File: src/hw/rtl/rpg_pkg.sv
// shared types, constants and the color wheel mapping for the rainbow pixel generator
package rpg_pkg;

    // strip and field sizes
    localparam int MAX_PIXELS = 64;
    localparam int IDX_W      = $clog2(MAX_PIXELS);
    localparam int CNT_W      = IDX_W + 1;
    localparam int LEN_W      = 15;
    localparam int COLOR_W    = 8;
    localparam int FRAC_W     = 8;
    localparam int DVD_W      = IDX_W + FRAC_W;
    localparam int STEP_W     = $clog2(DVD_W);
    localparam int CFG_IDX_W  = 1;
    localparam int CFG_DATA_W = LEN_W;

    // configuration register indexes
    localparam logic [CFG_IDX_W-1:0] CFG_PIXEL_COUNT   = 1'b0;
    localparam logic [CFG_IDX_W-1:0] CFG_EFFECT_LENGTH = 1'b1;

    // register reset values
    localparam logic [CNT_W-1:0] PIXEL_COUNT_RST   = CNT_W'(60);
    localparam logic [LEN_W-1:0] EFFECT_LENGTH_RST = LEN_W'(15);

    // wheel segment bounds
    localparam logic [COLOR_W-1:0] SEG_1 = 8'd85;
    localparam logic [COLOR_W-1:0] SEG_2 = 8'd170;
    localparam logic [COLOR_W-1:0] FULL  = 8'd255;

    // controller to datapath commands
    typedef struct packed {
        logic frame_start;
        logic div_step;
        logic emit;
    } t_cmd;

    // datapath to controller status
    typedef struct packed {
        logic cfg_empty;
        logic div_last;
        logic out_free;
        logic last_pixel;
    } t_status;

    typedef struct packed {
        logic [COLOR_W-1:0] red;
        logic [COLOR_W-1:0] green;
        logic [COLOR_W-1:0] blue;
    } t_color;

    // wheel position to color, three ramps of step 3
    function automatic t_color wheel_color(input logic [COLOR_W-1:0] pos);
        logic [COLOR_W-1:0] p;
        logic [COLOR_W-1:0] q;
        logic [COLOR_W-1:0] q3;
        t_color c;
        p = ~pos;
        if (p < SEG_1) begin
            q = p;
        end else if (p < SEG_2) begin
            q = p - SEG_1;
        end else begin
            q = p - SEG_2;
        end
        q3 = q + {q[COLOR_W-2:0], 1'b0};
        if (p < SEG_1) begin
            c.red   = FULL - q3;
            c.green = '0;
            c.blue  = q3;
        end else if (p < SEG_2) begin
            c.red   = '0;
            c.green = q3;
            c.blue  = FULL - q3;
        end else begin
            c.red   = q3;
            c.green = FULL - q3;
            c.blue  = '0;
        end
        return c;
    endfunction

endpackage

File: src/hw/rtl/rpg_tick_if.sv
// frame tick request channel
interface rpg_tick_if;
    logic valid;
    logic ready;
    logic frame_tick;

    modport source (output valid, output frame_tick, input ready);
    modport sink   (input valid, input frame_tick, output ready);
endinterface

File: src/hw/rtl/rpg_pixel_if.sv
// pixel color request channel
interface rpg_pixel_if;
    logic                         valid;
    logic                         ready;
    logic [rpg_pkg::IDX_W-1:0]   pixel_index;
    logic [rpg_pkg::COLOR_W-1:0] first_byte;
    logic [rpg_pkg::COLOR_W-1:0] second_byte;
    logic [rpg_pkg::COLOR_W-1:0] third_byte;
    logic                         last_pixel;

    modport source (output valid, output pixel_index, output first_byte, output second_byte,
                    output third_byte, output last_pixel, input ready);
    modport sink   (input valid, input pixel_index, input first_byte, input second_byte,
                    input third_byte, input last_pixel, output ready);
endinterface

File: src/hw/rtl/rpg_ctrl.sv
// frame sequencer: divide each pixel, then hand it to the output register
module rpg_ctrl (
    input  logic            i_clk,
    input  logic            i_rst_n,
    input  logic            i_tick_valid,
    input  logic            i_frame_tick,
    output logic            o_tick_ready,
    input  rpg_pkg::t_status i_status,
    output rpg_pkg::t_cmd    o_cmd
);
    import rpg_pkg::*;

    typedef enum logic [2:0] {
        S_IDLE = 3'b001,
        S_DIV  = 3'b010,
        S_EMIT = 3'b100
    } t_state;

    t_state r_state;
    t_state n_state;

    // state register
    always_ff @(posedge i_clk) begin
        if (!i_rst_n) begin
            r_state <= S_IDLE;
        end else begin
            r_state <= n_state;
        end
    end

    // next state and commands
    always_comb begin
        n_state      = r_state;
        o_cmd        = '0;
        o_tick_ready = 1'b0;
        unique case (r_state)
            S_IDLE: begin
                o_tick_ready = 1'b1;
                if (i_tick_valid && i_frame_tick) begin
                    o_cmd.frame_start = 1'b1;
                    if (!i_status.cfg_empty) begin
                        n_state = S_DIV;
                    end
                end
            end
            S_DIV: begin
                o_cmd.div_step = 1'b1;
                if (i_status.div_last) begin
                    n_state = S_EMIT;
                end
            end
            S_EMIT: begin
                if (i_status.out_free) begin
                    o_cmd.emit = 1'b1;
                    n_state = i_status.last_pixel ? S_IDLE : S_DIV;
                end
            end
            default: begin
                n_state = S_IDLE;
            end
        endcase
    end

endmodule

File: src/hw/rtl/rpg_datapath.sv
// config registers, phase, serial divider, wheel mapping and output register
module rpg_datapath (
    input  logic                           i_clk,
    input  logic                           i_rst_n,
    input  logic                           i_cfg_we,
    input  logic [rpg_pkg::CFG_IDX_W-1:0]  i_cfg_idx,
    input  logic [rpg_pkg::CFG_DATA_W-1:0] i_cfg_data,
    input  rpg_pkg::t_cmd                  i_cmd,
    output rpg_pkg::t_status               o_status,
    input  logic                           i_out_ready,
    output logic                           o_out_valid,
    output logic [rpg_pkg::IDX_W-1:0]      o_pixel_index,
    output logic [rpg_pkg::COLOR_W-1:0]    o_first_byte,
    output logic [rpg_pkg::COLOR_W-1:0]    o_second_byte,
    output logic [rpg_pkg::COLOR_W-1:0]    o_third_byte,
    output logic                           o_last_pixel
);
    import rpg_pkg::*;

    logic [CNT_W-1:0]   r_cfg_count;
    logic [LEN_W-1:0]   r_cfg_len;
    logic [COLOR_W-1:0] r_phase;
    logic [CNT_W-1:0]   r_count;
    logic [LEN_W-1:0]   r_len;
    logic [IDX_W-1:0]   r_idx;
    logic [DVD_W-1:0]   r_dvd;
    logic [LEN_W-1:0]   r_rem;
    logic [DVD_W-1:0]   r_quo;
    logic [STEP_W-1:0]  r_step;
    logic               r_out_valid;
    logic [IDX_W-1:0]   r_out_idx;
    t_color             r_out_color;
    logic               r_out_last;

    logic [LEN_W:0]     rem_sh;
    logic               ge;
    logic [LEN_W:0]     diff;
    logic [IDX_W-1:0]   next_idx;
    logic               last;
    logic [COLOR_W-1:0] pos;
    t_color             color;

    // configuration registers
    always_ff @(posedge i_clk) begin
        if (!i_rst_n) begin
            r_cfg_count <= PIXEL_COUNT_RST;
            r_cfg_len   <= EFFECT_LENGTH_RST;
        end else if (i_cfg_we) begin
            unique case (i_cfg_idx)
                CFG_PIXEL_COUNT:   r_cfg_count <= i_cfg_data[CNT_W-1:0];
                CFG_EFFECT_LENGTH: r_cfg_len   <= i_cfg_data[LEN_W-1:0];
                default: ;
            endcase
        end
    end

    // phase advances once per frame
    always_ff @(posedge i_clk) begin
        if (!i_rst_n) begin
            r_phase <= '0;
        end else if (i_cmd.frame_start) begin
            r_phase <= r_phase + 1'b1;
        end
    end

    // restoring divider step
    assign rem_sh   = {r_rem, r_dvd[DVD_W-1]};
    assign diff     = rem_sh - {1'b0, r_len};
    assign ge       = rem_sh >= {1'b0, r_len};
    assign next_idx = r_idx + 1'b1;
    assign last     = ({1'b0, r_idx} + 1'b1) == r_count;

    // frame latch, pixel index and divider
    always_ff @(posedge i_clk) begin
        if (i_cmd.frame_start) begin
            r_count <= (r_cfg_count > CNT_W'(MAX_PIXELS)) ? CNT_W'(MAX_PIXELS) : r_cfg_count;
            r_len   <= (r_cfg_len == '0) ? LEN_W'(1) : r_cfg_len;
            r_idx   <= '0;
            r_dvd   <= '0;
            r_rem   <= '0;
            r_step  <= '0;
        end else if (i_cmd.emit) begin
            r_idx   <= next_idx;
            r_dvd   <= {next_idx, {FRAC_W{1'b0}}};
            r_rem   <= '0;
            r_step  <= '0;
        end else if (i_cmd.div_step) begin
            r_dvd   <= {r_dvd[DVD_W-2:0], 1'b0};
            r_rem   <= ge ? diff[LEN_W-1:0] : rem_sh[LEN_W-1:0];
            r_quo   <= {r_quo[DVD_W-2:0], ge};
            r_step  <= r_step + 1'b1;
        end
    end

    // wheel lookup on the finished quotient
    assign pos   = r_quo[COLOR_W-1:0] + r_phase;
    assign color = wheel_color(pos);

    // output register
    always_ff @(posedge i_clk) begin
        if (!i_rst_n) begin
            r_out_valid <= 1'b0;
        end else if (i_cmd.emit) begin
            r_out_valid <= 1'b1;
        end else if (i_out_ready) begin
            r_out_valid <= 1'b0;
        end
    end

    always_ff @(posedge i_clk) begin
        if (i_cmd.emit) begin
            r_out_idx   <= r_idx;
            r_out_color <= color;
            r_out_last  <= last;
        end
    end

    // status to the controller
    assign o_status.cfg_empty  = r_cfg_count == '0;
    assign o_status.div_last   = r_step == STEP_W'(DVD_W - 1);
    assign o_status.out_free   = !r_out_valid || i_out_ready;
    assign o_status.last_pixel = last;

    assign o_out_valid   = r_out_valid;
    assign o_pixel_index = r_out_idx;
    assign o_first_byte  = r_out_color.blue;
    assign o_second_byte = r_out_color.green;
    assign o_third_byte  = r_out_color.red;
    assign o_last_pixel  = r_out_last;

endmodule

File: src/hw/rtl/rainbow_pixel_generator_unit.sv
// Rainbow pixel generator: each accepted frame tick request advances the wheel phase by one
// and then emits one color request per LED, pixel 0 first, with blue, green and red in the
// first, second and third byte and the last pixel flagged. The effective pixel count is the
// pixel_count register clamped to 64; zero gives no pixels but still advances the phase, and
// an effect_length of zero acts as one. Each pixel runs 14 steps of a one bit per cycle
// restoring divider that forms (index*256)/effect_length, then loads the output register.
// A tick of zero is accepted and does nothing. The user must write the configuration
// between frames; the block does not enforce this.
module rainbow_pixel_generator_unit (
    input  logic                           i_clk,
    input  logic                           i_rst_n,
    rpg_tick_if.sink                       i_tick,
    rpg_pixel_if.source                    o_pix,
    input  logic                           i_cfg_we,
    input  logic [rpg_pkg::CFG_IDX_W-1:0]  i_cfg_idx,
    input  logic [rpg_pkg::CFG_DATA_W-1:0] i_cfg_data
);
    import rpg_pkg::*;

    t_cmd    cmd;
    t_status status;

    // frame sequencer
    rpg_ctrl u_ctrl (
        .i_clk        (i_clk),
        .i_rst_n      (i_rst_n),
        .i_tick_valid (i_tick.valid),
        .i_frame_tick (i_tick.frame_tick),
        .o_tick_ready (i_tick.ready),
        .i_status     (status),
        .o_cmd        (cmd)
    );

    // arithmetic and output register
    rpg_datapath u_datapath (
        .i_clk         (i_clk),
        .i_rst_n       (i_rst_n),
        .i_cfg_we      (i_cfg_we),
        .i_cfg_idx     (i_cfg_idx),
        .i_cfg_data    (i_cfg_data),
        .i_cmd         (cmd),
        .o_status      (status),
        .i_out_ready   (o_pix.ready),
        .o_out_valid   (o_pix.valid),
        .o_pixel_index (o_pix.pixel_index),
        .o_first_byte  (o_pix.first_byte),
        .o_second_byte (o_pix.second_byte),
        .o_third_byte  (o_pix.third_byte),
        .o_last_pixel  (o_pix.last_pixel)
    );

endmodule

File: src/flat_wrapper.sv
// flat-port wrapper written by rule: the top's interface ports become plain ports
module rainbow_pixel_generator_unit_flat import rpg_pkg::*;
  (i_clk, i_rst_n, i_cfg_we, i_cfg_idx, i_cfg_data, i_tick_valid, i_tick_frame_tick, i_tick_ready, o_pix_valid, o_pix_pixel_index, o_pix_first_byte, o_pix_second_byte, o_pix_third_byte, o_pix_last_pixel, o_pix_ready);
  rpg_tick_if i_tick_i ();
  rpg_pixel_if o_pix_i ();
  input  logic i_clk;
  input  logic i_rst_n;
  input  logic i_cfg_we;
  input  logic [rpg_pkg::CFG_IDX_W-1:0] i_cfg_idx;
  input  logic [rpg_pkg::CFG_DATA_W-1:0] i_cfg_data;
  input wire logic [$bits(i_tick_i.valid)-1:0] i_tick_valid;
  input wire logic [$bits(i_tick_i.frame_tick)-1:0] i_tick_frame_tick;
  output wire logic [$bits(i_tick_i.ready)-1:0] i_tick_ready;
  output wire logic [$bits(o_pix_i.valid)-1:0] o_pix_valid;
  output wire logic [$bits(o_pix_i.pixel_index)-1:0] o_pix_pixel_index;
  output wire logic [$bits(o_pix_i.first_byte)-1:0] o_pix_first_byte;
  output wire logic [$bits(o_pix_i.second_byte)-1:0] o_pix_second_byte;
  output wire logic [$bits(o_pix_i.third_byte)-1:0] o_pix_third_byte;
  output wire logic [$bits(o_pix_i.last_pixel)-1:0] o_pix_last_pixel;
  input wire logic [$bits(o_pix_i.ready)-1:0] o_pix_ready;
  assign i_tick_i.valid = i_tick_valid;
  assign i_tick_i.frame_tick = i_tick_frame_tick;
  assign i_tick_ready = i_tick_i.ready;
  assign o_pix_valid = o_pix_i.valid;
  assign o_pix_pixel_index = o_pix_i.pixel_index;
  assign o_pix_first_byte = o_pix_i.first_byte;
  assign o_pix_second_byte = o_pix_i.second_byte;
  assign o_pix_third_byte = o_pix_i.third_byte;
  assign o_pix_last_pixel = o_pix_i.last_pixel;
  assign o_pix_i.ready = o_pix_ready;
  rainbow_pixel_generator_unit u_core (.i_clk(i_clk), .i_rst_n(i_rst_n), .i_tick(i_tick_i), .o_pix(o_pix_i), .i_cfg_we(i_cfg_we), .i_cfg_idx(i_cfg_idx), .i_cfg_data(i_cfg_data));
endmodule
File: config.mk
export PLATFORM = sky130hd
export DESIGN_NAME = rainbow_pixel_generator_unit_flat
export DESIGN_NICKNAME = d
export VERILOG_FILES = /design/src/hw/rtl/rpg_pkg.sv /design/src/hw/rtl/rpg_tick_if.sv /design/src/hw/rtl/rpg_pixel_if.sv /design/src/hw/rtl/rpg_ctrl.sv /design/src/hw/rtl/rpg_datapath.sv /design/src/hw/rtl/rainbow_pixel_generator_unit.sv /design/src/flat_wrapper.sv
export SDC_FILE = /design/constraint.sdc
export NUM_CORES = 1
export LEC_CHECK = 0
export BUFFER_PORTS_ARGS = -buffer_cell sky130_fd_sc_hd__buf_2
export CAP_MARGIN = 25
export CORE_ASPECT_RATIO = 0.8
export CORE_MARGIN = 2
export CORE_UTILIZATION = 59
export DETAILED_ROUTE_END_ITERATION = 6
export PLACE_DENSITY_LB_ADDON = 0.05
export SKIP_CTS_REPAIR_TIMING = 1
export SLEW_MARGIN = 15
export SYNTH_ARGS = -nofsm -noshare
export SYNTH_HDL_FRONTEND = slang
export SYNTH_SLANG_ARGS = --single-unit
File: constraint.sdc
create_clock -name i_clk -period 7.7 [get_ports i_clk]
set_input_delay 0.385 -clock i_clk [delete_from_list [all_inputs] [get_ports i_clk]]
set_output_delay 0.385 -clock i_clk [all_outputs]
set_load 0.01 [all_outputs]
Yosys cells after proc, flatten, opt, wreduce, memory -nomap -nowiden
Cells that the tools add are included.
- add/sub/neg operators: 10
- $lt $le $gt $ge: 4
- equality and inequality tests: 9
- multiplexer cells: 21
- bitwise gates (word level): 4
- reductions and logical operators: 12
- operators with widths (kind ; count):
    24-bit two-way mux ; 2
    14-bit two-way mux ; 2
    8-bit adder ; 2
    16-bit by 15-bit greater-or-equal comparator with 1-bit output ; 1
    8-bit two-way mux ; 2
    15-bit logical NOT ; 1
    15-bit two-way mux ; 1
    15-bit subtractor ; 1
    3-bit two-way mux ; 4
    3-bit case mux with 3 select lines ; 1
    8-bit by 1-bit adder with 8-bit output (second input constant) ; 1
    8-bit by 7-bit < comparator with 1-bit output (second input constant) ; 1
    8-bit < comparator (second input constant) ; 1
    1-bit two-way mux ; 8
    8-bit NOT ; 1
    8-bit by 7-bit subtractor with 8-bit output (second input constant) ; 1
    8-bit subtractor (first input constant) ; 1
    8-bit subtractor (second input constant) ; 1
    6-bit by 1-bit adder with 7-bit output (second input constant) ; 1
    7-bit equality test ; 1
    7-bit greater-than comparator (second input constant) ; 1
    7-bit logical NOT ; 1
    6-bit by 1-bit adder with 6-bit output (second input constant) ; 1
    4-bit by 1-bit adder with 4-bit output (second input constant) ; 1
    other kinds (16) ; 22
- bits in registers: 126
- bits of input ports: 22
- output and inout bits: 33

Depth between registers and ports, before layout
- word-level depth: 9
- gate-level depth with buffers: 22

Modules after synthesis
A second synthesis with hierarchy kept.
- cell total of the unflattened synthesis: 743
- area, all modules: 7135.6 sq um
- modules (own cells, without submodules) (module ; instances ; cells each ; area an instance (sq um) ; sequential area each (sq um)):
    rpg_datapath ; 1 ; 720 ; 6940.4 ; 3072.9
    rpg_ctrl ; 1 ; 23 ; 195.2 ; 60.1

Worst setup path before layout
Ideal clock, no wire load.
- kind: register to register
- start point: register u_core.u_datapath.r_quo[0]
- end point: register u_core.u_datapath.r_out_color (netlist bit u_core.u_datapath.o_second_byte[7]), data pin
- data arrival time: 4.985 ns
- slack: 2.461 ns
- cell stages (with the launch flop): 22
- path buffers: 2
- clock period less this slack: 5.239 ns
- cells stage by stage: edfxtp_1 ha_1 fa_1 a211oi_1 nor2_1 nor2_1 a21oi_2 o21ai_1 clkbuf_1 nand2_1 o21ai_0 nand2_1 xor2_1 ha_1 clkbuf_1 o21ai_0 a221o_1 o221a_2 o31ai_4 xnor2_1 ha_1 and2_1
- cells in the longest elaborated chain, start to end: 8
- elaborated cells between the ends (all ways): 11
- RTL lines (what ; line ; text):
    start, declared ; rpg_datapath.sv:28 ; logic [DVD_W-1:0] r_quo;
    start signal, assigned ; rpg_datapath.sv:90 ; r_quo <= {r_quo[DVD_W-2:0], ge};
    8-bit adder * ; rpg_datapath.sv:96 ; assign pos = r_quo[COLOR_W-1:0] + r_phase;
    8-bit NOT * ; rpg_pkg.sv:56 ; p = ~pos;
    8-bit subtractor, or another cell as far along ; rpg_pkg.sv:62 ; q = p - SEG_2;
    8-bit two-way mux ; rpg_pkg.sv:59 ; end else if (p < SEG_2) begin
    8-bit two-way mux ; rpg_pkg.sv:57 ; if (p < SEG_1) begin
    8-bit adder ; rpg_pkg.sv:64 ; q3 = q + {q[COLOR_W-2:0], 1'b0};
    8-bit subtractor ; rpg_pkg.sv:75 ; c.green = FULL - q3;
    24-bit two-way mux ; rpg_pkg.sv:69 ; end else if (p < SEG_2) begin
    end signal, assigned ; rpg_datapath.sv:113 ; r_out_color <= color;
    end, declared ; rpg_datapath.sv:32 ; t_color r_out_color;
Every way passes the cells marked *; elsewhere a longest branch is shown, timed or not.
A chain may end at the register's enable or synchronous reset.

Worst setup path in the final report
- start point: register u_core.u_datapath.r_quo[0]
- end point: register u_core.u_datapath.r_out_color (netlist bit u_core.u_datapath.o_second_byte[6]), data pin
Same word-level chain as after synthesis.

==> results.txt <==
status = finished, final reports clean
FMAX = 0.171 GHz
max-slew violations = 0
FP Rows = 35
fillcell total = 912
final-stage net count = 874
leading area contributor after synthesis = edfxtp_1
Post-Syn Area per Cell = 9.39 um^2
final core utilization = 69.0%
Antenna Nets Post-Route = 0
RSZ-0062 raised after global routing = no
CTS root buf = clkbuf_16
Synth top area share = 25.7%
Async SR Flop Fraction = 0%
switch share = 34.2%
GRT Resource Usage Total = 24.8%
Max Cap Viol = 0
pwr/cell area = 283 nW/um^2
DIE AREA = 13000 um^2
register bit total from synthesis = 126
post-synth cell types = 70
Hold Path Class = input port to register
synth warn = 0
Vias = 5563
Post-synth top cells = nand2_1, dfxtp_1, edfxtp_1, nor2_1, ha_1
placed insts = 929
CP required = 7870 ps
vias per cell = 5.79
Initial Util = 61.2%
Net Count, Synth = 833
routing usage on met1 = 34.7%
final period utilization = 76.1%
drt total wl = 15.3 mm
sequential-to-total area share from yosys stat = 44.0%
grt met3 use = 5.03%
Final setup viols = 0
CP Class = register to register
EDFF count, synth = 61
Worst slew margin = 36.9%
CP max FO = 10
Clk Latency, worst-skew pair = 410 ps
Final min period = 5860 ps
gr busiest metal = met2
largest net degree at the start of global routing = 35
clk sinks = 126
VDD IR max = 0.182 mV
post-DP HPWL = 10.6 mm
ratio of cells with drive above 1 in the final layout = 13.5%
Final Hold Fails = 0
vias in the first global route = 5376
wire per inst = 16.0 um
chip width = 127 um
Detailed Routing Iterations Pass 1 = 5
Ports = 55
CTS tree = done
H-tree depth = 4
PortBufs = 54
Syn Inst Count = 759
CP Launch Type = register
Synth Cell Area = 7120 um^2
static leakage = 3.37 nW
Routability Congestion = 0.881
count leader, synth = nand2_1
fin cells = 961
P_sw = 0.000778 W
Inserted Clock Buffers = 17
clock power share = 32.9%
CP arrival = 6030 ps
initial antenna violation count = 0
GR met2 Demand/Resource = 39.0%
Worst-Margin Slew = 944 ps
chip height = 102 um
first-pass GRT wire length = 25.8 mm
Top FF cell, synth = dfxtp_1
synthesis-to-layout area growth = 12.8%
Worst Setup End Kind = register
drt drc = 0
Pint = 0.00150 W
combinational power share = 31.4%
power share of the sequential group = 35.7%
drt first-iter violations = 371
grt total ovfl = 0
setup TNS = 0 ps
Synth area leaders = edfxtp_1, dfxtp_1, ha_1
Clk pin slew, worst setup/hold paths = 60 ps
clk_skew = 11.5 ps
n_diodes = 0
Core Region = 11600 um^2
CTS max path bufs = 2
## layout by cell type, fill, tap and decap left out, drive strengths merged, types with 4 or more instances in the layout
master / count
nand2b: 10
nand3: 29
nor2b: 17
or3: 5
nor4: 8
xor2: 22
and2: 16
dfxtp: 65
ha: 49
edfxtp: 61
clkbuf: 18
mux2i: 17
inv: 54
a21o: 5
o21a: 5
xnor2: 22
a21boi: 18
nor3: 11
a211oi: 4
o21ai: 48
and3: 5
a22oi: 4
nor2: 53
nand4: 5
nand3b: 5
a21oi: 37
nand2: 93
o31ai: 4
o22ai: 4
buf: 61
clkinvlp: 4
## per-stage QoR
stage                     total power (W)  area, um^2  hold slack (ps)  worst slack, ps
after global routing              0.00241        8040              206             1240
after detailed placement          0.00152        7480              443             1890
after CTS                         0.00228        8040              191             1860
final                             0.00228        8040              208             1840
after floorplan                   0.00137        7120              425             2460
after global placement            0.00150        7480              438             2120
## kinds of logic after synthesis
family | Yosys count | share of synthesized area [%]
fa+ha+maj | 52 | 9.45
xor+xnor | 44 | 5.51
compound gates | 163 | 15.3
buf+inv | 84 | 4.46
flops | 126 | 44.0
mux | 18 | 2.55
simple gates | 272 | 18.8
## worst max-delay path: stages, from the launching register on
cell and delay, ps:
edfxtp_1 400, ha_1 260, fa_1 450, a211oi_1 440, nor2_1 160, nor2_1 330, a21oi_2 120, o21ai_1 480
buf_4 290, inv_1 220, nor2_1 160, a21oi_1 50, o22a_1 240, ha_1 280, a21oi_1 200, inv_1 60
a21oi_1 220, nor2_1 80, a2111oi_0 490, o311ai_2 230, ha_1 310, and2_1 140
## flip-flops by register name, summed over array words and instances, names as in the netlist
signal / flops
u_core.u_datapath.r_cfg_len: 15
u_core.u_datapath.r_len: 15
u_core.u_datapath.r_rem: 15
u_core.u_datapath.o_first_byte: 8
u_core.u_datapath.o_second_byte: 8
u_core.u_datapath.o_third_byte: 8
u_core.u_datapath.r_phase: 8
u_core.u_datapath.r_quo: 8
u_core.u_datapath.r_cfg_count: 7
u_core.u_datapath.r_count: 7
u_core.u_datapath.o_pixel_index: 6
u_core.u_datapath.r_dvd: 6
u_core.u_datapath.r_idx: 6
u_core.u_datapath.r_step: 4
u_core.u_ctrl.r_state: 3
u_core.u_datapath.o_last_pixel: 1
u_core.u_datapath.o_out_valid: 1
## layout make-up
class | count | area [um^2] | area share (%)
Inverter | 45 | 169 | 2.10
Timing Repair Buffer | 61 | 323 | 4.02
Multi-Input combinational cell | 549 | 3670 | 45.7
Clock buffer | 18 | 429 | 5.34
Tap cell | 148 | 185 | 2.30
Clock inverter | 14 | 123 | 1.53
Sequential cell | 126 | 3130 | 39.0
## power by group through the flow
stage          clock (W)  sequential (W)  combinational (W)
6_report        0.000750        0.000814           0.000714
5_1_grt         0.000787        0.000820           0.000800
4_1_cts         0.000761        0.000813           0.000706
2_1_floorplan          0        0.000817           0.000557
3_5_place_dp           0        0.000827           0.000693
3_3_place_gp           0        0.000825           0.000673
## routing by layer
layer	part of all wire [%]	vias up
li1	-	2765
met1	49	2613
met2	44	155
met3	4.8	30
met4	1.7	0
met5	0	-
## final timing paths
check / to / startpoint / cells past startpoint / slack, ps
max: u_core.u_datapath.o_second_byte[6]$_SDFFCE_PP0P_ / u_core.u_datapath.r_quo[0]$_DFFE_PP_ / 21 / 1840
min: u_core.u_datapath.r_cfg_len[2]$_SDFFE_PN1P_ / i_cfg_data[2] / 3 / 210
max reg2reg: u_core.u_datapath.o_second_byte[6]$_SDFFCE_PP0P_ / u_core.u_datapath.r_quo[0]$_DFFE_PP_ / 21 / 1840
min reg2reg: u_core.u_datapath.r_len[8]$_SDFFCE_PN0P_ / u_core.u_datapath.r_cfg_len[8]$_SDFFE_PN0P_ / 0 / 450
(Power assumes the default switching activity.)
